$ cat src/ppc_pkg.sv
// ----------------------------------------------------------------------------
// ppc_pkg
// shared types and constants of the polygon plane clipper: item structs,
// configuration, controller states and the controller/datapath signal groups
// ----------------------------------------------------------------------------
package ppc_pkg;

    localparam int MAX_VERTICES = 32;
    localparam int COUNT_SAT    = ((2 * MAX_VERTICES) < 127) ? (2 * MAX_VERTICES) : 127;

    localparam int COORD_W   = 32;
    localparam int NORM_W    = 18;
    localparam int OFFSET_W  = 32;
    localparam int COUNT_W   = 7;
    localparam int PROD_W    = NORM_W + COORD_W;
    // |n.v - offset| < 2^50, two bits of margin
    localparam int DIST_W    = 52;
    // crossing fraction, one integer bit and 32 fraction bits
    localparam int T_W       = 33;
    localparam int DIV_STEPS = T_W;
    localparam int DIV_CNT_W = $clog2(DIV_STEPS);
    localparam int COORDS    = 3;
    localparam int ADDR_W    = 4;
    localparam int DATA_W    = 32;

    localparam logic signed [NORM_W-1:0] NORMAL_Z_RESET = 18'sd65536;

    typedef struct packed {
        logic signed [COORD_W-1:0] vx;
        logic signed [COORD_W-1:0] vy;
        logic signed [COORD_W-1:0] vz;
        logic                      final_vertex;
    } vertex_t;

    typedef struct packed {
        logic signed [COORD_W-1:0] ox;
        logic signed [COORD_W-1:0] oy;
        logic signed [COORD_W-1:0] oz;
        logic                      count_item;
        logic [COUNT_W-1:0]        kept_count;
        logic                      run_end;
    } result_t;

    typedef struct packed {
        logic signed [NORM_W-1:0]   normal_x;
        logic signed [NORM_W-1:0]   normal_y;
        logic signed [NORM_W-1:0]   normal_z;
        logic signed [OFFSET_W-1:0] plane_offset;
    } cfg_t;

    typedef enum logic [1:0] {
        REG_NORMAL_X,
        REG_NORMAL_Y,
        REG_NORMAL_Z,
        REG_PLANE_OFFSET
    } reg_idx_t;

    typedef enum logic [2:0] {
        DOP_NONE,
        DOP_X,
        DOP_Y,
        DOP_Z,
        DOP_ACC
    } dist_op_t;

    typedef enum logic [1:0] {
        EMIT_NONE,
        EMIT_CROSS,
        EMIT_VERTEX,
        EMIT_COUNT
    } emit_t;

    typedef enum logic [3:0] {
        ST_IDLE,
        ST_MUL_X,
        ST_MUL_Y,
        ST_MUL_Z,
        ST_ACC,
        ST_START,
        ST_EDGE,
        ST_DIV_INIT,
        ST_DIV,
        ST_IMUL,
        ST_IADD,
        ST_EMIT_CROSS,
        ST_EMIT_VERTEX,
        ST_COMMIT,
        ST_EMIT_COUNT
    } state_t;

    typedef struct packed {
        logic     load_cur;
        dist_op_t dist_op;
        logic     capture_first;
        logic     commit_prev;
        logic     edge_sel;
        logic     div_init;
        logic     div_step;
        logic     interp_mul;
        logic     interp_add;
        emit_t    emit;
        logic     run_end;
    } ctrl_cmd_t;

    typedef struct packed {
        logic at_start;
        logic final_v;
        logic a_in;
        logic b_in;
        logic div_done;
        logic interp_last;
        logic out_free;
    } dp_status_t;

endpackage

$ cat src/ppc_cfg.sv
// ----------------------------------------------------------------------------
// ppc_cfg
// apb register file holding the plane normal and plane offset
// ----------------------------------------------------------------------------
module ppc_cfg (
    input  logic                        clk,
    input  logic                        rst_n,
    input  logic                        psel,
    input  logic                        penable,
    input  logic                        pwrite,
    input  logic [ppc_pkg::ADDR_W-1:0]  paddr,
    input  logic [ppc_pkg::DATA_W-1:0]  pwdata,
    output logic [ppc_pkg::DATA_W-1:0]  prdata,
    output logic                        pready,
    output ppc_pkg::cfg_t               cfg
);

    ppc_pkg::cfg_t     cfg_reg;
    ppc_pkg::cfg_t     cfg_next;
    ppc_pkg::reg_idx_t idx;
    logic              wr;

    assign idx    = ppc_pkg::reg_idx_t'(paddr[ppc_pkg::ADDR_W-1:2]);
    assign wr     = psel && penable && pwrite;
    assign pready = 1'b1;
    assign cfg    = cfg_reg;

    always_comb
    begin
        cfg_next = cfg_reg;
        if (wr)
        begin
            case (idx)
                ppc_pkg::REG_NORMAL_X:     cfg_next.normal_x     = pwdata[ppc_pkg::NORM_W-1:0];
                ppc_pkg::REG_NORMAL_Y:     cfg_next.normal_y     = pwdata[ppc_pkg::NORM_W-1:0];
                ppc_pkg::REG_NORMAL_Z:     cfg_next.normal_z     = pwdata[ppc_pkg::NORM_W-1:0];
                ppc_pkg::REG_PLANE_OFFSET: cfg_next.plane_offset = pwdata[ppc_pkg::OFFSET_W-1:0];
                default:                   cfg_next = cfg_reg;
            endcase
        end
    end

    // read back sign extended
    always_comb
    begin
        case (idx)
            ppc_pkg::REG_NORMAL_X:
                prdata = {{(ppc_pkg::DATA_W-ppc_pkg::NORM_W){cfg_reg.normal_x[ppc_pkg::NORM_W-1]}},
                          cfg_reg.normal_x};
            ppc_pkg::REG_NORMAL_Y:
                prdata = {{(ppc_pkg::DATA_W-ppc_pkg::NORM_W){cfg_reg.normal_y[ppc_pkg::NORM_W-1]}},
                          cfg_reg.normal_y};
            ppc_pkg::REG_NORMAL_Z:
                prdata = {{(ppc_pkg::DATA_W-ppc_pkg::NORM_W){cfg_reg.normal_z[ppc_pkg::NORM_W-1]}},
                          cfg_reg.normal_z};
            ppc_pkg::REG_PLANE_OFFSET:
                prdata = cfg_reg.plane_offset;
            default:
                prdata = '0;
        endcase
    end

    always_ff @(posedge clk or negedge rst_n)
    begin
        if (!rst_n)
        begin
            cfg_reg.normal_x     <= '0;
            cfg_reg.normal_y     <= '0;
            cfg_reg.normal_z     <= ppc_pkg::NORMAL_Z_RESET;
            cfg_reg.plane_offset <= '0;
        end
        else
        begin
            cfg_reg <= cfg_next;
        end
    end

endmodule

$ cat config.mk
export PLATFORM = sky130hd
export DESIGN_NAME = ppc_cfg
export DESIGN_NICKNAME = d
export VERILOG_FILES = /design/src/ppc_pkg.sv /design/src/ppc_cfg.sv
export SDC_FILE = /design/constraint.sdc
export NUM_CORES = 1
export LEC_CHECK = 0
export BUFFER_PORTS_ARGS = -buffer_cell sky130_fd_sc_hd__buf_2
export CAP_MARGIN = 0
export CORE_MARGIN = 4
export CORE_UTILIZATION = 38
export DETAILED_ROUTE_END_ITERATION = 10
export PLACE_DENSITY = 0.77
export RECOVER_POWER = 100
export SKIP_CTS_REPAIR_TIMING = 1
export SLEW_MARGIN = 25
export SYNTH_ARGS = -nofsm -noshare
export SYNTH_HDL_FRONTEND = slang
export SYNTH_SLANG_ARGS = --single-unit
export TNS_END_PERCENT = 100
$ cat constraint.sdc
create_clock -name clk -period 1.9 [get_ports clk]
set_input_delay 0.095 -clock clk [delete_from_list [all_inputs] [get_ports clk]]
set_output_delay 0.095 -clock clk [all_outputs]
set_load 0.03 [all_outputs]
Yosys cells after proc, flatten, opt, wreduce, memory -nomap -nowiden
Index checks and enable logic that the tools add are counted.
- register bits after elaboration: 86
- latch bits: 0
- bits in writable memories: 0
- memory bits (read-only): 0
- input bits: 41
- output and inout bits: 119
- word-level logic and storage cells: 15
- memories kept: 0
- add/subtract/negate cells: 0
- multipliers: 0
- div/mod/pow operators: 0
- magnitude comparators: 0
- equality and inequality tests: 3
- shift operators: 0
- mux-type cells: 1
- bitwise logic cells: 0
- reductions and logical operators: 7
- operators by type and width (operator ; count):
    $pmux 32 s4 ; 1
    $reduce_and 2->1 ; 4
    $eq 2x2->1 const B ; 2
    $eq 2x1->1 const B ; 1
    $logic_and 1x1->1 ; 2
    $logic_not 2->1 ; 1

Longest topological paths before layout
- depth after elaboration: 3
- mapped depth: 5

Worst setup path before layout
OpenSTA, ideal clock, no wires.
- path type: reg2out
- start point: register cfg_reg, in the netlist cfg[67]
- end point: output port prdata[20] in the netlist's numbering
- arrival: 1.368 ns
- required time: 1.805 ns
- path slack: 0.437 ns
- stages on the path, launching flop included: 5
- buffers on the path: 1
- cells stage by stage: dfrtp_1 > mux2i_1 > o21ai_1 > buf_4 > a21o_1
- cells in the longest elaborated chain, start to end: 1
- RTL lines (element ; RTL line ; source):
    start, declared ; ppc_cfg.sv:18 ; ppc_pkg::cfg_t cfg_reg;
    start signal, assigned ; ppc_cfg.sv:74 ; cfg_reg <= cfg_next;
    $pmux 32 s4 ; ppc_cfg.sv:46 ; case (idx)
    end, declared ; ppc_cfg.sv:13 ; output logic [ppc_pkg::DATA_W-1:0] prdata,
Every way passes these cells.

Worst setup path after layout
- start point: input port paddr[2] in the netlist's numbering
- end point: output port prdata[17] in the netlist's numbering
- cells in the longest elaborated chain, start to end: 2
- elaborated cells on any way between the ends: 5
- those cells by class: eq/ne (3); mux (1); reduce/logical (1)
- RTL lines (element ; RTL line ; source):
    start, declared ; ppc_cfg.sv:11 ; input logic [ppc_pkg::ADDR_W-1:0] paddr,
    $eq 2x2->1, or another cell as far along ; ppc_cfg.sv:46 ;
    $pmux 32 s4 (*) ; ppc_cfg.sv:46 ;
Every way passes the cells marked *; elsewhere a longest branch is shown, timed or not.

==> results.md <==
- Status: finished with violations
- Failing checks: negative hold slack
- Seq/Total Area, Yosys: 0.560
- Hold_ws: -0.00210 ns
- Vias per std cell: 4.88
- CP Capture Type: output pin
- Fin util: 0.508
- Antenna Nets Post-Route: 0
- Width of the die: 109 um
- Class of the worst hold path: in2reg
- Total number of vias: 2694
- Largest net degree at the start of global routing: 48
- Net Sw Frac: 0.424
- Clk_skew: 0 ns
- Pint: 3710 uW
- CP top delay family: buffers and inverters
- Post-DP HPWL: 6810 um
- Power per cell area: 1290 mW/mm^2
- Worst slew pin tran: 1.18 ns
- Syn nets: 272
- Crit-path max FO: 15
- Area Growth Syn to Fin: 29.7%
- Port-buffer cells: 156
- Sequential Power Share: 0.401
- Part of the power in combinational logic: 0.403
- Synth top area share: 0.553
- Clock Pin Slew Worst Setup and Hold Paths: 0.08 ns
- Mapped Area: 0.00385 mm^2
- Layout cells sized above 1: 0.408
- Max incr delay on CP: 0.51 ns
- Slowest cell on crit path: and2_1
- Antenna violations before repair: 0
- Clock tree buffer depth: 2
- Net Sw Power: 2730 uW
- Min-Delay Startpoint: pwdata[14]
- Relative slew slack: 0.213
- Flops & latches, synth: 86
- CP Capture Point: prdata[17]
- Fin nets: 456
- Final wirelength: 9790 um
- Reg2reg end: cfg[66]$_DFFE_PN0P_
- Placement Rows: 36
- Area contributors post-synth: dfrtp_1, mux2_2, mux4_2, mux2_4, a21o_1
- Residual DRC: 0
- Period Utilization, post-route: 0.886
- Ant. Diodes: 0
- Starting DRT DRC Count: 101
- CP required: 1.80 ns
- IO Count: 160
- # clock sinks: 86
- GPL Wtd Cong: 0.699
- DP Cell Count: 518
- Final Non-Filler Cells: 552
- Worst Setup SP: paddr[2]
- Synth unique cells: 22
- Area of all placed cells without fillers: 0.00499 mm^2
- Reg2Reg Setup Slack: 1.06 ns
- Vias in the first global route: 2735
- Clk root buf: clkbuf_8
- Hold Path Depth: 2
- Maximum vdd drop: 570 uV
- Area after DPL: 0.00482 mm^2
- CP Cell Sequence: buf_2, clkbuf_1, buf_4, and2_1, a21o_1, clkbuf_2
- Worst path arrival time: 1.59 ns
- Max Cap Violations: 0
- CP startpoint kind: input port
- Fin Setup TNS: 0 ns
- Max reg flops: 86
- Clock power frac: 0.196
- Core area: 0.00982 mm^2
- # H-tree levels: 3
- Final Max Tran Viols: 0
- CTS Buf Count: 9
- Worst R2R Path Depth: 1
- Clock latency on the worst-skew pair: 0.35 ns
- Die Span Y: 109 um
- Die area: 0.0118 mm^2
- Fmax: 594 MHz
- Per-cell routed wire length: 17.7 um
- Setup violations, final: 0
- Total stage count of the critical path: 6
- Final Hold Viols: 1
- Min Tclk post-route: 1.68 ns
- TritonRoute pass-1 iters: 4
- Crit path buf inv count: 4
- Global-route wire length before repair: 14400 um
- Post-Syn Area per Cell: 16.7 um^2
- CTS tree: done
- RSZ-0062 raised after global routing: false
- Total grt overflow: 0
- Critical path type: in2out
- GR Util All Layers: 0.163
- Syn. warnings: 0
- Starting Density: 0.392
- Instance count of the mapped netlist: 231
- Worst r2r src: cfg[66]$_DFFE_PN0P_
- Leakage power: 0.00224 uW
- Post-synth top area cell: dfrtp_1
[worst min-delay path by stage]
stage,endpoint
3_5_place_dp,cfg[57]$_DFFE_PN0P_
5_1_grt,cfg[64]$_DFFE_PN0P_
6_report,cfg[64]$_DFFE_PN0P_
2_1_floorplan,cfg[0]$_DFFE_PN0P_
3_3_place_gp,cfg[57]$_DFFE_PN0P_
4_1_cts,cfg[57]$_DFFE_PN0P_
[synth_stat cells (all sizes together)]
cell type / instances
and2: 1
nand2: 1
o21ai: 1
nor3b: 1
mux2i: 1
nor2: 1
buf: 14
nand3: 1
mux2: 86
clkbuf: 2
conb: 1
dfrtp: 85
nand3b: 1
a21o: 15
nor3: 1
mux4: 17
dfstp: 1
or3b: 1
[metrics by stage]
stage	setup slack, ns	total power, uW	hold slack [ns]
after floorplan	0.437	4510	-0.201
after detailed placement	0.180	5390	0.147
after CTS	-0.225	6670	-0.254
final	0.216	6450	-0.00210
after global placement	0.219	5320	0.135
after global routing	0.0490	6810	-0.0177
[cells in the final DEF (no fill, tap or decap)]
| cell | count |
|---|---|
| nand3_1 | 1 |
| mux2i_1 | 1 |
| clkbuf_8 | 10 |
| buf_4 | 4 |
| a21o_1 | 15 |
| clkbuf_2 | 9 |
| clkbuf_1 | 111 |
| nand2_1 | 1 |
| conb_1 | 1 |
| and2_1 | 1 |
| nor3_1 | 1 |
| bufinv_16 | 1 |
| dfstp_2 | 1 |
| dfrtp_1 | 85 |
| dlygate4sd3_1 | 19 |
| o21ai_4 | 1 |
| buf_12 | 1 |
| clkinv_2 | 2 |
| mux2_1 | 9 |
| nor2_4 | 1 |
| mux2_2 | 76 |
| clkinvlp_4 | 1 |
| nor3b_1 | 1 |
| or3b_1 | 1 |
| mux4_2 | 17 |
| nand3b_1 | 1 |
| mux2_4 | 1 |
| buf_2 | 46 |
[metal layers]
| metal | share of wire | global-route usage | vias to the layer above |
|---|---|---|---|
| met3 | 0.075 | 0.0490 | 10 |
| met1 | 0.39 | 0.187 | 1351 |
| met2 | 0.52 | 0.284 | 104 |
| met4 | 0.014 | 0.0622 | 0 |
| li1 | - | - | 1229 |
| met5 | 0 | 0 | - |
[layout make-up]
class | count | area, um^2
Clock buffer | 11 | 141
Tap cell | 133 | 166
Multi-Input combinational cell | 129 | 1550
Sequential cell | 86 | 2150
Clock inverter | 4 | 47.5
Fill cell | 943 | 4830
Timing Repair Buffer | 189 | 928
[logic make-up after synthesis]
kind of cell	after synthesis	share of synthesized area
buffers and inverters	16	0.0299
AND/OR/NAND/NOR	8	0.0150
flip-flops	86	0.560
multiplexers	104	0.364
other	1	0.000975
AO/OA/AOI/OAI	16	0.0306
[power groups by stage]
stage	logic, uW	registers, uW	clock network, uW
floorplan	1080	3430	0
global placement	2740	2580	0
detailed placement	2780	2610	0
CTS	2780	2580	1310
global route	2760	2650	1400
finish	2600	2590	1260
No activity file was read; power rests on OpenSTA's default activity.
