`src/ppc_pkg.sv`:
```
// ----------------------------------------------------------------------------
// ppc_pkg
// shared types and constants of the polygon plane clipper: item structs,
// configuration, controller states and the controller/datapath signal groups
// ----------------------------------------------------------------------------
package ppc_pkg;

    localparam int MAX_VERTICES = 32;
    localparam int COUNT_SAT    = ((2 * MAX_VERTICES) < 127) ? (2 * MAX_VERTICES) : 127;

    localparam int COORD_W   = 32;
    localparam int NORM_W    = 18;
    localparam int OFFSET_W  = 32;
    localparam int COUNT_W   = 7;
    localparam int PROD_W    = NORM_W + COORD_W;
    // |n.v - offset| < 2^50, two bits of margin
    localparam int DIST_W    = 52;
    // crossing fraction, one integer bit and 32 fraction bits
    localparam int T_W       = 33;
    localparam int DIV_STEPS = T_W;
    localparam int DIV_CNT_W = $clog2(DIV_STEPS);
    localparam int COORDS    = 3;
    localparam int ADDR_W    = 4;
    localparam int DATA_W    = 32;

    localparam logic signed [NORM_W-1:0] NORMAL_Z_RESET = 18'sd65536;

    typedef struct packed {
        logic signed [COORD_W-1:0] vx;
        logic signed [COORD_W-1:0] vy;
        logic signed [COORD_W-1:0] vz;
        logic                      final_vertex;
    } vertex_t;

    typedef struct packed {
        logic signed [COORD_W-1:0] ox;
        logic signed [COORD_W-1:0] oy;
        logic signed [COORD_W-1:0] oz;
        logic                      count_item;
        logic [COUNT_W-1:0]        kept_count;
        logic                      run_end;
    } result_t;

    typedef struct packed {
        logic signed [NORM_W-1:0]   normal_x;
        logic signed [NORM_W-1:0]   normal_y;
        logic signed [NORM_W-1:0]   normal_z;
        logic signed [OFFSET_W-1:0] plane_offset;
    } cfg_t;

    typedef enum logic [1:0] {
        REG_NORMAL_X,
        REG_NORMAL_Y,
        REG_NORMAL_Z,
        REG_PLANE_OFFSET
    } reg_idx_t;

    typedef enum logic [2:0] {
        DOP_NONE,
        DOP_X,
        DOP_Y,
        DOP_Z,
        DOP_ACC
    } dist_op_t;

    typedef enum logic [1:0] {
        EMIT_NONE,
        EMIT_CROSS,
        EMIT_VERTEX,
        EMIT_COUNT
    } emit_t;

    typedef enum logic [3:0] {
        ST_IDLE,
        ST_MUL_X,
        ST_MUL_Y,
        ST_MUL_Z,
        ST_ACC,
        ST_START,
        ST_EDGE,
        ST_DIV_INIT,
        ST_DIV,
        ST_IMUL,
        ST_IADD,
        ST_EMIT_CROSS,
        ST_EMIT_VERTEX,
        ST_COMMIT,
        ST_EMIT_COUNT
    } state_t;

    typedef struct packed {
        logic     load_cur;
        dist_op_t dist_op;
        logic     capture_first;
        logic     commit_prev;
        logic     edge_sel;
        logic     div_init;
        logic     div_step;
        logic     interp_mul;
        logic     interp_add;
        emit_t    emit;
        logic     run_end;
    } ctrl_cmd_t;

    typedef struct packed {
        logic at_start;
        logic final_v;
        logic a_in;
        logic b_in;
        logic div_done;
        logic interp_last;
        logic out_free;
    } dp_status_t;

endpackage

```
`src/ppc_ctrl.sv`:
```
// ----------------------------------------------------------------------------
// ppc_ctrl
// sequencer: distance, edge classification, divide, interpolate and emit
// ----------------------------------------------------------------------------
module ppc_ctrl (
    input  logic                   clk,
    input  logic                   rst_n,
    input  logic                   vtx_valid,
    output logic                   vtx_ready,
    input  ppc_pkg::dp_status_t    st,
    output ppc_pkg::ctrl_cmd_t     cmd
);

    ppc_pkg::state_t state_reg;
    ppc_pkg::state_t state_next;
    logic            edge_sel_reg;
    logic            edge_sel_next;
    ppc_pkg::state_t edge_done_state;

    // after the polygon edge comes the commit, after the closing edge the count
    assign edge_done_state = edge_sel_reg ? ppc_pkg::ST_EMIT_COUNT : ppc_pkg::ST_COMMIT;

    always_comb
    begin
        state_next    = state_reg;
        edge_sel_next = edge_sel_reg;
        case (state_reg)
            ppc_pkg::ST_IDLE:
            begin
                if (vtx_valid)
                    state_next = ppc_pkg::ST_MUL_X;
            end
            ppc_pkg::ST_MUL_X: state_next = ppc_pkg::ST_MUL_Y;
            ppc_pkg::ST_MUL_Y: state_next = ppc_pkg::ST_MUL_Z;
            ppc_pkg::ST_MUL_Z: state_next = ppc_pkg::ST_ACC;
            ppc_pkg::ST_ACC:   state_next = ppc_pkg::ST_START;
            ppc_pkg::ST_START:
            begin
                edge_sel_next = 1'b0;
                state_next    = st.at_start ? ppc_pkg::ST_COMMIT : ppc_pkg::ST_EDGE;
            end
            ppc_pkg::ST_EDGE:
            begin
                if (st.a_in && st.b_in)
                    state_next = ppc_pkg::ST_EMIT_VERTEX;
                else if (st.a_in || st.b_in)
                    state_next = ppc_pkg::ST_DIV_INIT;
                else
                    state_next = edge_done_state;
            end
            ppc_pkg::ST_DIV_INIT: state_next = ppc_pkg::ST_DIV;
            ppc_pkg::ST_DIV:
            begin
                if (st.div_done)
                    state_next = ppc_pkg::ST_IMUL;
            end
            ppc_pkg::ST_IMUL: state_next = ppc_pkg::ST_IADD;
            ppc_pkg::ST_IADD:
            begin
                state_next = st.interp_last ? ppc_pkg::ST_EMIT_CROSS : ppc_pkg::ST_IMUL;
            end
            ppc_pkg::ST_EMIT_CROSS:
            begin
                if (st.out_free)
                    state_next = st.b_in ? ppc_pkg::ST_EMIT_VERTEX : edge_done_state;
            end
            ppc_pkg::ST_EMIT_VERTEX:
            begin
                if (st.out_free)
                    state_next = edge_done_state;
            end
            ppc_pkg::ST_COMMIT:
            begin
                if (st.final_v)
                begin
                    edge_sel_next = 1'b1;
                    state_next    = ppc_pkg::ST_EDGE;
                end
                else
                begin
                    state_next = ppc_pkg::ST_IDLE;
                end
            end
            ppc_pkg::ST_EMIT_COUNT:
            begin
                if (st.out_free)
                    state_next = ppc_pkg::ST_IDLE;
            end
            default: state_next = ppc_pkg::ST_IDLE;
        endcase
    end

    always_comb
    begin
        vtx_ready         = 1'b0;
        cmd               = '0;
        cmd.dist_op       = ppc_pkg::DOP_NONE;
        cmd.emit          = ppc_pkg::EMIT_NONE;
        cmd.edge_sel      = edge_sel_reg;
        case (state_reg)
            ppc_pkg::ST_IDLE:
            begin
                vtx_ready    = 1'b1;
                cmd.load_cur = vtx_valid;
            end
            ppc_pkg::ST_MUL_X:    cmd.dist_op = ppc_pkg::DOP_X;
            ppc_pkg::ST_MUL_Y:    cmd.dist_op = ppc_pkg::DOP_Y;
            ppc_pkg::ST_MUL_Z:    cmd.dist_op = ppc_pkg::DOP_Z;
            ppc_pkg::ST_ACC:      cmd.dist_op = ppc_pkg::DOP_ACC;
            ppc_pkg::ST_START:    cmd.capture_first = st.at_start;
            ppc_pkg::ST_EDGE:     cmd.capture_first = 1'b0;
            ppc_pkg::ST_DIV_INIT: cmd.div_init = 1'b1;
            ppc_pkg::ST_DIV:      cmd.div_step = 1'b1;
            ppc_pkg::ST_IMUL:     cmd.interp_mul = 1'b1;
            ppc_pkg::ST_IADD:     cmd.interp_add = 1'b1;
            ppc_pkg::ST_EMIT_CROSS:
            begin
                cmd.emit    = st.out_free ? ppc_pkg::EMIT_CROSS : ppc_pkg::EMIT_NONE;
                cmd.run_end = !edge_sel_reg && !st.final_v && !st.b_in;
            end
            ppc_pkg::ST_EMIT_VERTEX:
            begin
                cmd.emit    = st.out_free ? ppc_pkg::EMIT_VERTEX : ppc_pkg::EMIT_NONE;
                cmd.run_end = !edge_sel_reg && !st.final_v;
            end
            ppc_pkg::ST_COMMIT:   cmd.commit_prev = 1'b1;
            ppc_pkg::ST_EMIT_COUNT:
            begin
                cmd.emit    = st.out_free ? ppc_pkg::EMIT_COUNT : ppc_pkg::EMIT_NONE;
                cmd.run_end = 1'b1;
            end
            default:              vtx_ready = 1'b0;
        endcase
    end

    always_ff @(posedge clk or negedge rst_n)
    begin
        if (!rst_n)
        begin
            state_reg    <= ppc_pkg::ST_IDLE;
            edge_sel_reg <= 1'b0;
        end
        else
        begin
            state_reg    <= state_next;
            edge_sel_reg <= edge_sel_next;
        end
    end

endmodule

```
`config.mk`:
```
export PLATFORM = sky130hd
export DESIGN_NAME = ppc_ctrl
export DESIGN_NICKNAME = d
export VERILOG_FILES = /design/src/ppc_pkg.sv /design/src/ppc_ctrl.sv
export SDC_FILE = /design/constraint.sdc
export NUM_CORES = 1
export LEC_CHECK = 0
export ABC_CLOCK_PERIOD_IN_PS = 3500
export BUFFER_PORTS_ARGS = -buffer_cell sky130_fd_sc_hd__buf_2
export CAP_MARGIN = 0
export CORE_MARGIN = 2
export CORE_UTILIZATION = 50
export DETAILED_ROUTE_END_ITERATION = 8
export PLACE_DENSITY = 0.91
export SLEW_MARGIN = 20
export SYNTH_ARGS = -nofsm -noshare
export SYNTH_HDL_FRONTEND = slang
export SYNTH_SLANG_ARGS = --single-unit
```
`constraint.sdc`:
```
create_clock -name clk -period 3.5 [get_ports clk]
set_input_delay 0.7 -clock clk [delete_from_list [all_inputs] [get_ports clk]]
set_output_delay 0.7 -clock clk [all_outputs]
set_load 0.01 [all_outputs]
```
# --- Yosys cells after proc, flatten, opt, wreduce, memory -nomap -nowiden ---
# Index checks and enable logic that the tools add are counted.
word_totals:
  in_bits: 10
  elab_cells: 61
  reg_bits: 5
  output_inout_bits: 15
classes:
  n_mux: 28
  eq_ne: 20
  n_reduce_logical: 11
op_table:
  columns: ["operator", "n"]
  rows:
  - ["$pmux 4 s15", 1]
  - ["$mux 4", 8]
  - ["$eq 4x4->1 const B", 7]
  - ["$eq 4x3->1 const B", 4]
  - ["$ne 2x2->1 const B", 6]
  - ["$pmux 3 s4", 1]
  - ["$mux 1", 10]
  - ["$mux 2", 5]
  - ["$pmux 3 s3", 1]
  - ["$eq 4x2->1 const B", 2]
  - ["$reduce_and 5->1", 1]
  - ["$eq 4x1->1 const B", 1]
  - ["$logic_not 4->1", 1]
  - ["$logic_and 1x1->1", 3]
  - ["$logic_not 1->1", 3]
  - ["$mux 3", 1]
  - ["$pmux 1 s2", 1]
  - ["$reduce_and 2->1", 1]
  - ["$reduce_bool 2->1", 1]
  - ["$logic_or 1x1->1", 1]

# --- Depth between registers and ports, before layout ---
# Gate-level depths: netlist of the first run.
logic_depth:
  depth_word: 4
  depth_mapped: 6
  depth_no_buf: 6

# --- Least setup slack after synthesis of the first run ---
# No wires, ideal clock.
synth_path:
  path_type: "register to output"
  start: "register state_reg[0]"
  end: "output cmd[13] (netlist bit)"
  path_slack_ps: 1396
  stages_incl_launch_ff: 5
  arrival_ps: 1404
  path_cell_list: "dfrtp_1 -> buf_4 -> clkbuf_1 -> nor4_1 -> and2_1"
synth_lines:
  columns: ["element", "line_no", "rtl"]
  rows:
  - ["from (decl)", "ppc_ctrl.sv:14", "ppc_pkg::state_t state_reg;"]
  - ["from (signal assigned)", "ppc_ctrl.sv:140", "state_reg <= ppc_pkg::ST_IDLE;"]
  - ["from (signal assigned)", "ppc_ctrl.sv:145", "state_reg <= state_next;"]
  - ["to (decl)", "ppc_ctrl.sv:11", "output ppc_pkg::ctrl_cmd_t cmd"]

==> metrics.log, run 1 <==
INFO  metric setup_violations = 0
INFO  metric diodes = 0
INFO  metric clock_tree.root_cell = sky130_fd_sc_hd__clkbuf_4
INFO  metric synthToLayoutAreaGrowth = 15.5%
INFO  metric finalClockSkew = 0.00171 ns
INFO  metric cts_inserted_buffers = 3
INFO  metric cts_num_sinks = 5
INFO  metric ioPinCount = 25
INFO  metric ir_worst_vdd = between 500 and 600 uV
INFO  metric antenna_violating_nets_remaining = 0
INFO  metric synth.largest_area_cell = sky130_fd_sc_hd__dfrtp_1
INFO  metric final_net_count = approximately 130
INFO  metric timing.critical_path.slowest_cell_delay = 0.79 ns
INFO  metric clk_pin_slew_worst_paths = approximately 0.05 ns
INFO  metric routed_via_density = just under 6
INFO  metric post_cts_sizing_count = 0
INFO  metric wl_per_cell = 13.5 microns
INFO  metric critical_path_peak_fanout = 25
INFO  metric first_pass_grt_wire_length = roughly 3000 microns
INFO  metric crit_path_end_kind = primary output
INFO  metric cts.repair_timing.setup_buffer_count = 0
INFO  metric clock_tree_from_tritoncts = yes
INFO  metric leakage = 0.000386 uW
INFO  metric placeableCoreArea = between 0.001 and 0.0015 sq mm
INFO  metric final-hold-violation-count = 0
INFO  metric synth-async-reset-ratio = 100%
INFO  metric postSynth.topFlopCell = sky130_fd_sc_hd__dfrtp_1
INFO  metric number_of_buffers_on_the_longest_clock_path = 2
INFO  metric syn_area_per_cell = ~7.4 sq um
INFO  metric dr_total_vias = ~750
INFO  metric post_synth_main_area_contributors = sky130_fd_sc_hd__dfrtp_1 (18%), sky130_fd_sc_hd__nor2_1 (5.3%), sky130_fd_sc_hd__buf_4 (4.2%), sky130_fd_sc_hd__a21oi_1 (3.5%), sky130_fd_sc_hd__and3_1 (3.5%)
INFO  metric portBuffers = 24
INFO  metric critPathMostFrequentCell = sky130_fd_sc_hd__nand2_1
INFO  metric period_minus_slack = 2.51 ns
INFO  metric route.detailed.drc = 0
INFO  metric die_width = 41.7 microns
INFO  metric max_freq = between 0.3 and 0.4 GHz
INFO  metric fp-row-count = 13
INFO  metric synthCells = 96
INFO  metric start_kind = flop
INFO  metric floorplan.initialDensity = 53.9%
INFO  metric overflow = 0
INFO  metric groute.usage.overall = between 20% and 30%
INFO  metric worst_pin_slew = 0.702 ns
INFO  metric finalHoldWorstSlack = 0.252 ns
INFO  metric power_density = 863 mW/mm^2
INFO  metric worst-setup-path-type = flop to primary output
INFO  metric power.total = between 700 and 800 uW
INFO  metric synth.yosys.warnings = 0
INFO  metric antenna_found_initial = 0
INFO  metric postSynthRegisterBits = 5
INFO  metric top_cell_type_s_share_of_synthesized_area = 17.6%
INFO  metric maxCapViolations = 0
INFO  metric die_h = 41.7 microns
INFO  metric synth.lib_cells_used.distinct = 40
INFO  metric critical_path_required = 2.80 ns
INFO  metric hpwl = 1270 microns
INFO  metric synth.yosys.seq_area_share = 17.6%
INFO  metric final_layout_size_suffix_gt1_share = 33.3%
INFO  metric timing.setup.tns = 0 ns
INFO  metric worstPathArrival = roughly 1.8 ns
INFO  metric rr_worst_depth = 5
INFO  metric status = finished clean
INFO  metric slowest_stage = sky130_fd_sc_hd__dfrtp_1
INFO  metric finalWeightedCongestion = 0.780
INFO  metric vias_in_the_first_global_route = 683
INFO  metric synth_enable_flop_cells = 0
INFO  metric clock_insertion_delay_worst_skew = 0.25 ns
INFO  metric drt-initial-drc-count = 13
INFO  metric final.period_utilization = a little under three quarters
INFO  metric synthMostInstantiatedCell = sky130_fd_sc_hd__nor2_1
INFO  metric firstDrtPassIters = 4
INFO  metric report.final.slew_viol_count = 0
INFO  metric h-tree-depth = 1
INFO  metric die_area = 0.00174 sq mm
INFO  metric hold_path.class = primary input to async pin
INFO  metric critical_path.cell_chain = nand2_1 -> nor3_1 -> nand2_1 -> a21boi_0 -> buf_2
INFO  metric rsz0062_at_grt = false
INFO  metric grt_start_max_net_pins = 26
INFO  metric layout.filler_cells = 120
INFO  metric drt_wl_total = 1740 microns
INFO  metric holdBufCountCts = 0
INFO  metric synth.net_count = around 110
INFO  metric remaining_max_slew_budget_at_the_tightest_pin = 53.2%
INFO  metric flip_flop_count_of_the_largest_register_after_layout = 4
INFO  metric post_synthesis_cell_area = just over 700 sq um
-- kinds of logic after synthesis --
kind of cell	after synthesis	synth area share, %
compound gates	28	31.0
simple gates	45	36.3
buf+inv	15	10.4
flops	5	17.6
xor+xnor	1	1.23
fa+ha+maj	2	3.52
-- through the flow --
step	cells	instance area (sq um)	setup WS, ns	utilization [%]
after detailed placement	125	795	1.29	60.3
after global routing	129	821	0.852	62.3
final	129	821	0.986	62.3
after global placement	125	795	1.32	60.3
after floorplan	96	711	1.40	-
after CTS	129	821	1.01	62.3
-- cells in the final DEF (no fill, tap or decap), types with 2 or more instances in the layout --
cell / count
sky130_fd_sc_hd__nand2b_2: 2
sky130_fd_sc_hd__a21boi_0: 2
sky130_fd_sc_hd__nor2b_1: 4
sky130_fd_sc_hd__a21oi_1: 5
sky130_fd_sc_hd__ha_1: 2
sky130_fd_sc_hd__clkbuf_4: 3
sky130_fd_sc_hd__inv_1: 5
sky130_fd_sc_hd__o21ai_1: 3
sky130_fd_sc_hd__nor3_1: 5
sky130_fd_sc_hd__nor3b_1: 2
sky130_fd_sc_hd__dfrtp_1: 5
sky130_fd_sc_hd__o21ai_0: 5
sky130_fd_sc_hd__nor2_1: 10
sky130_fd_sc_hd__o31ai_1: 2
sky130_fd_sc_hd__and2_1: 3
sky130_fd_sc_hd__nand2_1: 5
sky130_fd_sc_hd__and3_1: 4
sky130_fd_sc_hd__buf_2: 24
sky130_fd_sc_hd__nand2b_1: 3
-- per-layer routing --
layer / up-vias / track usage [%] / wire (microns)
li1: 377 / - / -
met1: 339 / 26.5 / 731
met2: 35 / 36.3 / 857
met3: 2 / 9.13 / 135
met4: 0 / 6.45 / 15
met5: - / 0 / 0
-- where the power goes --
group	internal, uW	switching [uW]
clock	43.4	27.9
combinational	206	210
sequential	85.9	135
-- critical path, delay by kind of cell, from the launching register on --
kind / cells / cell delay (ns)
compound gates: 1 / 0.16
buf+inv: 1 / 0.15
flops: 1 / 0.79
simple gates: 3 / 0.46
-- layout make-up --
cell class                 instances  area [sq um]  area share, %
sequential                         5           125           15.2
inverter                           5          18.8           2.29
tap                               15          18.8           2.29
timing repair buffer              24           120           14.6
multi-input combinational         76           512           62.3
clock buffer                       4          26.3           3.20
-- path summary, 6_finish.rpt --
kind	startpoint	to	slack, ns
setup / recovery	state_reg[1]	cmd[0]	0.99
hold / removal	rst_n	state_reg[3]	0.25
setup reg to reg	state_reg[2]	state_reg[0]	1.52
hold reg to reg	edge_sel_reg	edge_sel_reg	0.62
max in group asynchronous	rst_n	state_reg[1]	3.12
min in group clk	edge_sel_reg	edge_sel_reg	0.62
Note: power is estimated with default switching activity, not from simulation.
==> inputs of run 2 (changes only) <==
- ABC_CLOCK_PERIOD_IN_PS: 3500 -> 2600
- CORE_UTILIZATION: 50 -> 48
- PLACE_DENSITY: 0.91 -> 0.88
- clock period: 3.5 -> 2.6 ns (I/O delays scaled with it)
==> run 2 against run 1 <==
  * Sequential power up 27%
  * Worst setup slack worse by 0.65 ns
  * Die area is 3.8% higher
  * Wire length up 4.9%
  * Global-route usage shrank 0.14 points
  * Clock power up 24%
  * Critical path depth unchanged
  * Sequential share of layout area down 0.14 points
  * First-iteration DRC count grew 7.7%
  * Total power rose by 36%
  * Via count up 1.7%
  * Cell count rose by 0.78%
  * Largest cell class unchanged
==> metrics.log, run 2 (synthesis results as in run 1) <==
INFO  metric crit_path_end_kind = primary output
INFO  metric grt_start_max_net_pins = 24
INFO  metric placement.setup.worst_slack = 0.584 ns
INFO  metric clock_tree_from_tritoncts = yes
INFO  metric cts_inserted_buffers = 3
INFO  metric first_pass_grt_wire_length = between 3000 and 4000 microns
INFO  metric timing.critical_path.slowest_cell_delay = 0.69 ns
INFO  metric worstPathArrival = 1.75 ns
INFO  metric groute.usage.overall = between 20% and 30%
INFO  metric routed_via_density = 5.89
INFO  metric die_area = 0.00180 sq mm
INFO  metric portBuffers = 24
INFO  metric h-tree-depth = 1
INFO  metric regToRegSetupSlack = 0.63 ns
INFO  metric floorplan.initialDensity = 52.6%
INFO  metric final_layout_size_suffix_gt1_share = 33.9%
INFO  metric die_h = 42.5 microns
INFO  metric critical_path.cell_chain = nand2_1 -> nor3_1 -> nand2_1 -> a21boi_0 -> buf_2
INFO  metric diodes = 0
INFO  metric rsz0062_at_grt = false
INFO  metric critical_path_depth = 5
INFO  metric worst_pin_slew = 0.672 ns
INFO  metric finalClockSkew = 0.00319 ns
INFO  metric critical_path.endpoint = cmd[0]
INFO  metric setup.worst_path.start = state_reg[0]
INFO  metric rr_worst_depth = 5
INFO  metric final.period_utilization = 87.2%
INFO  metric maxCapViolations = 0
INFO  metric synthToLayoutAreaGrowth = 16.5%
INFO  metric stdcell_area = between 800 and 900 sq um
INFO  metric report.final.slew_viol_count = 0
INFO  metric critical_path.reg2reg.startpoint = state_reg[3]
INFO  metric final_cell_mix = sky130_fd_sc_hd__buf_2 (24), sky130_fd_sc_hd__nor2_1 (10)
INFO  metric leakage = 0.000391 uW
INFO  metric flip_flop_count_of_the_largest_register_after_layout = 4
INFO  metric hpwl = 1420 microns
INFO  metric worst_path_setup_slack_after_routing = 0.332 ns
INFO  metric vias_in_the_first_global_route = about 730
INFO  metric finalWeightedCongestion = 0.846
INFO  metric placed_cells_incl_taps = 126
INFO  metric final_common_cell = sky130_fd_sc_hd__buf_2
INFO  metric critical_path_peak_fanout = 19
INFO  metric start_kind = flop
INFO  metric dpl-instance-area = 802 sq um
INFO  metric worst-setup-path-type = flop to primary output
INFO  metric remaining_max_slew_budget_at_the_tightest_pin = between 50 and 60%
INFO  metric clock_tree.root_cell = sky130_fd_sc_hd__clkbuf_4
INFO  metric max_freq = roughly 0.44 GHz
INFO  metric number_of_buffers_on_the_longest_clock_path = 2
INFO  metric route.detailed.drc = 0
INFO  metric cts.repair_timing.setup_buffer_count = 0
INFO  metric ioPinCount = 25
INFO  metric status = finished clean
INFO  metric critical_path_required = 2.08 ns
INFO  metric r2r_end = state_reg[0]
INFO  metric antenna_found_initial = 0
INFO  metric placeableCoreArea = roughly 0.0014 sq mm
INFO  metric cpLargestDelayFamily = flip-flops
INFO  metric drt_wl_total = approximately 1800 microns
INFO  metric holdBufCountCts = 0
INFO  metric wl_per_cell = between 10 and 15 microns
INFO  metric power_density = 1160 mW/mm^2
INFO  metric dr_total_vias = approximately 770
INFO  metric final_net_count = between 100 and 150
INFO  metric period_minus_slack = 2.27 ns
INFO  metric post_layout_nonfiller_instances = 130
INFO  metric antenna_violating_nets_remaining = 0
INFO  metric die_width = 42.5 microns
INFO  metric post_cts_sizing_count = 0
INFO  metric final-hold-violation-count = 0
INFO  metric clk_pin_slew_worst_paths = 0.04 ns
INFO  metric setup_violations = 0
INFO  metric drt-initial-drc-count = 14
INFO  metric ir_worst_vdd = around 600 uV
INFO  metric fp-row-count = 13
INFO  metric hold_path.class = primary input to async pin
INFO  metric firstDrtPassIters = 4
INFO  metric overflow = 0
INFO  metric slowest_stage = sky130_fd_sc_hd__dfrtp_1
INFO  metric cts_num_sinks = 5
INFO  metric clock_insertion_delay_worst_skew = 0.24 ns
INFO  metric critical_path_buf_inv_count = 1
INFO  metric timing.setup.tns = 0 ns
INFO  metric critPathMostFrequentCell = sky130_fd_sc_hd__nand2_1
run 2: cell types whose count changed in the layout (fill, tap and decap cells not counted):
| cell | change |
|---|---|
| sky130_fd_sc_hd__buf_4 | +1 |
run 2: routing by layer:
| layer | global-route usage (%) | routed length [microns] | part of all wire, % |
|---|---|---|---|
| met5 | 0 | 0 | 0 |
| met4 | 6.25 | 0 | 0 |
| met1 | 25.9 | 738 | 40 |
| met3 | 3.88 | 97 | 5.3 |
| met2 | 40.3 | 989 | 54 |
run 2: power by group:
part,total [uW],switching [uW],leakage (uW),internal (uW)
clock,88.1,30.2,0.0000150,57.9
combinational,593,307,0.000314,286
sequential,280,164,0.0000617,116
total,961,501,0.000391,461
run 2: area by class of cell:
type                    count  area (sq um)
fillers                   131           522
multi-input cells          76           512
repair buffers             25           128
flip-flops and latches      5           125
clock buffers               4          26.3
inverters                   5          18.8
well taps                  15          18.8
run 2: through the flow:
step | util, % | total power, uW | hold slack (ns)
2_1_floorplan | - | 739 | 0.224
3_3_place_gp | 59.4 | 842 | 0.343
3_5_place_dp | 59.4 | 873 | 0.339
4_1_cts | 61.4 | 965 | 0.0848
5_1_grt | 61.4 | 1050 | 0.0718
6_report | 61.4 | 961 | 0.0858
run 2: worst min path at each step:
stage,to
floorplan,edge_sel_reg
global placement,state_reg[2]
detailed placement,state_reg[3]
CTS,state_reg[3]
global route,state_reg[2]
finish,state_reg[3]
==> inputs of run 3 (changes only) <==
- CORE_UTILIZATION: 48 -> 46
- PLACE_DENSITY: 0.88 -> 0.86
==> run 3 against run 2 <==
  * Clock power is 6.6% higher
  * Maximum frequency is 1.7% higher
  * Utilization is 4.0 points lower
  * Non-clock buffer count is 2 higher
  * Cell area is 2.0% higher
  * Cell count is 2.3% higher
  * Critical path type unchanged
  * Largest power group unchanged
  * Highest routed layer is now met4
==> metrics.log, run 3 (synthesis results as in run 1) <==
INFO  metric die_width = between 40 and 50 microns
INFO  metric overflow = 0
INFO  metric power.total = 994 uW
INFO  metric final-hold-violation-count = 0
INFO  metric clock_tree_from_tritoncts = yes
INFO  metric clk_pin_slew_worst_paths = around 0.050 ns
INFO  metric h-tree-depth = 1
INFO  metric setup_violations = 0
INFO  metric timing.setup.tns = 0 ns
INFO  metric first_pass_grt_wire_length = a little under 3000 microns
INFO  metric groute.usage.overall = 20.9%
INFO  metric final_common_cell = sky130_fd_sc_hd__buf_2
INFO  metric antenna_found_initial = 0
INFO  metric finalWeightedCongestion = 0.943
INFO  metric wl_per_cell = 13.5 microns
INFO  metric ioPinCount = 25
INFO  metric routed_via_density = 5.81
INFO  metric clock_insertion_delay_worst_skew = between 0.2 and 0.3 ns
INFO  metric flip_flop_count_of_the_largest_register_after_layout = 4
INFO  metric diodes = 0
INFO  metric critical_path_peak_fanout = 19
INFO  metric drt_wl_total = 1800 microns
INFO  metric vias_in_the_first_global_route = 704
INFO  metric worst-setup-path-type = flop to primary output
INFO  metric clock_tree.root_cell = sky130_fd_sc_hd__clkbuf_4
INFO  metric power_density = 1180 mW/mm^2
INFO  metric start_kind = flop
INFO  metric fp-row-count = 14
INFO  metric hold_path.class = primary input to async pin
INFO  metric number_of_buffers_on_the_longest_clock_path = 2
INFO  metric drt-initial-drc-count = 13
INFO  metric post_cts_sizing_count = 0
INFO  metric report.final.slew_viol_count = 0
INFO  metric crit_path_end_kind = primary output
INFO  metric cts_inserted_buffers = 3
INFO  metric synthToLayoutAreaGrowth = 18.8%
INFO  metric max_freq = 0.448 GHz
INFO  metric dr_total_vias = 773
INFO  metric portBuffers = 24
INFO  metric rsz0062_at_grt = false
INFO  metric remaining_max_slew_budget_at_the_tightest_pin = 62.8%
INFO  metric critical_path_required = about 2.1 ns
INFO  metric firstDrtPassIters = 5
INFO  metric final_cell_mix = sky130_fd_sc_hd__buf_2 (24), sky130_fd_sc_hd__nor2_1 (10)
INFO  metric status = finished clean
INFO  metric worst_pin_slew = around 0.56 ns
INFO  metric final.period_utilization = between 80% and 90%
INFO  metric stdcell_area = about 840 sq um
INFO  metric hpwl = 1350 microns
INFO  metric grt_start_max_net_pins = 20
INFO  metric die_h = around 43 microns
INFO  metric final_net_count = 130
INFO  metric final_core_utilization = a little under three fifths
INFO  metric maxCapViolations = 0
INFO  metric cts_num_sinks = 5
INFO  metric die_area = around 0.0019 sq mm
INFO  metric period_minus_slack = 2.23 ns
INFO  metric route.detailed.drc = 0
INFO  metric regToRegSetupSlack = 0.67 ns
INFO  metric ir_worst_vdd = about 560 uV
INFO  metric cts.repair_timing.setup_buffer_count = 0
INFO  metric worstPathArrival = 1.71 ns
INFO  metric holdBufCountCts = 0
INFO  metric finalClockSkew = 0.00196 ns
INFO  metric antenna_violating_nets_remaining = 0
INFO  metric placeableCoreArea = 0.00147 sq mm
INFO  metric layout.filler_cells = 150
INFO  metric dpl-instance-area = 818 sq um
INFO  metric leakage = 0.000401 uW
INFO  metric final_layout_size_suffix_gt1_share = about a third
INFO  metric floorplan.initialDensity = between 40 and 50%
## run 3: final cells by class
cell class / instances / area (sq um) / area share, %
clock buffer: 4 / 26.3 / 3.11
inverter: 5 / 18.8 / 2.22
multi-input combinational: 76 / 512 / 60.6
sequential: 5 / 125 / 14.8
tap: 16 / 20.0 / 2.37
timing repair buffer: 27 / 143 / 16.9
## run 3: per-layer routing
metal  vias up  track usage, %  wire (microns)
met2        29            36.4             915
met4         0            9.09              17
met1       361            23.3             762
met5         -               0               0
li1        381               -               -
met3         2            6.38             103
## run 3: per-stage QoR
| step | hold WS (ns) | instances | worst slack [ns] |
|---|---|---|---|
| floorplan | 0.224 | 96 | 0.676 |
| global placement | 0.336 | 129 | 0.694 |
| detailed placement | 0.335 | 129 | 0.655 |
| CTS | 0.0710 | 133 | 0.379 |
| global route | 0.0712 | 133 | 0.205 |
| finish | 0.0725 | 133 | 0.370 |
## run 3: path summary, 6_finish.rpt
| check | startpoint | endpoint | cells after the start |
|---|---|---|---|
| worst max-delay path | state_reg[0] | cmd[0] | 5 |
| worst min-delay path | rst_n | state_reg[0] | 1 |
| worst max register to register | state_reg[3] | state_reg[0] | 6 |
| worst min register to register | edge_sel_reg | edge_sel_reg | 1 |
| max in group asynchronous | rst_n | state_reg[2] | 1 |
| min in group clk | edge_sel_reg | edge_sel_reg | 1 |
## run 3: worst max-delay path, cell delays in order, from the launching register on
cell	delay (ns)
sky130_fd_sc_hd__dfrtp_1	0.69
sky130_fd_sc_hd__nand2_1	0.21
sky130_fd_sc_hd__nor3_1	0.18
sky130_fd_sc_hd__nand2_1	0.07
sky130_fd_sc_hd__a21boi_0	0.15
sky130_fd_sc_hd__buf_2	0.15
## run 3: power by group
group	switching (uW)	internal, uW	leakage (uW)
Sequential	125	117	0.0000617
Combinational	354	304	0.000324
Clock	35.6	58.3	0.0000150
Total	515	479	0.000401
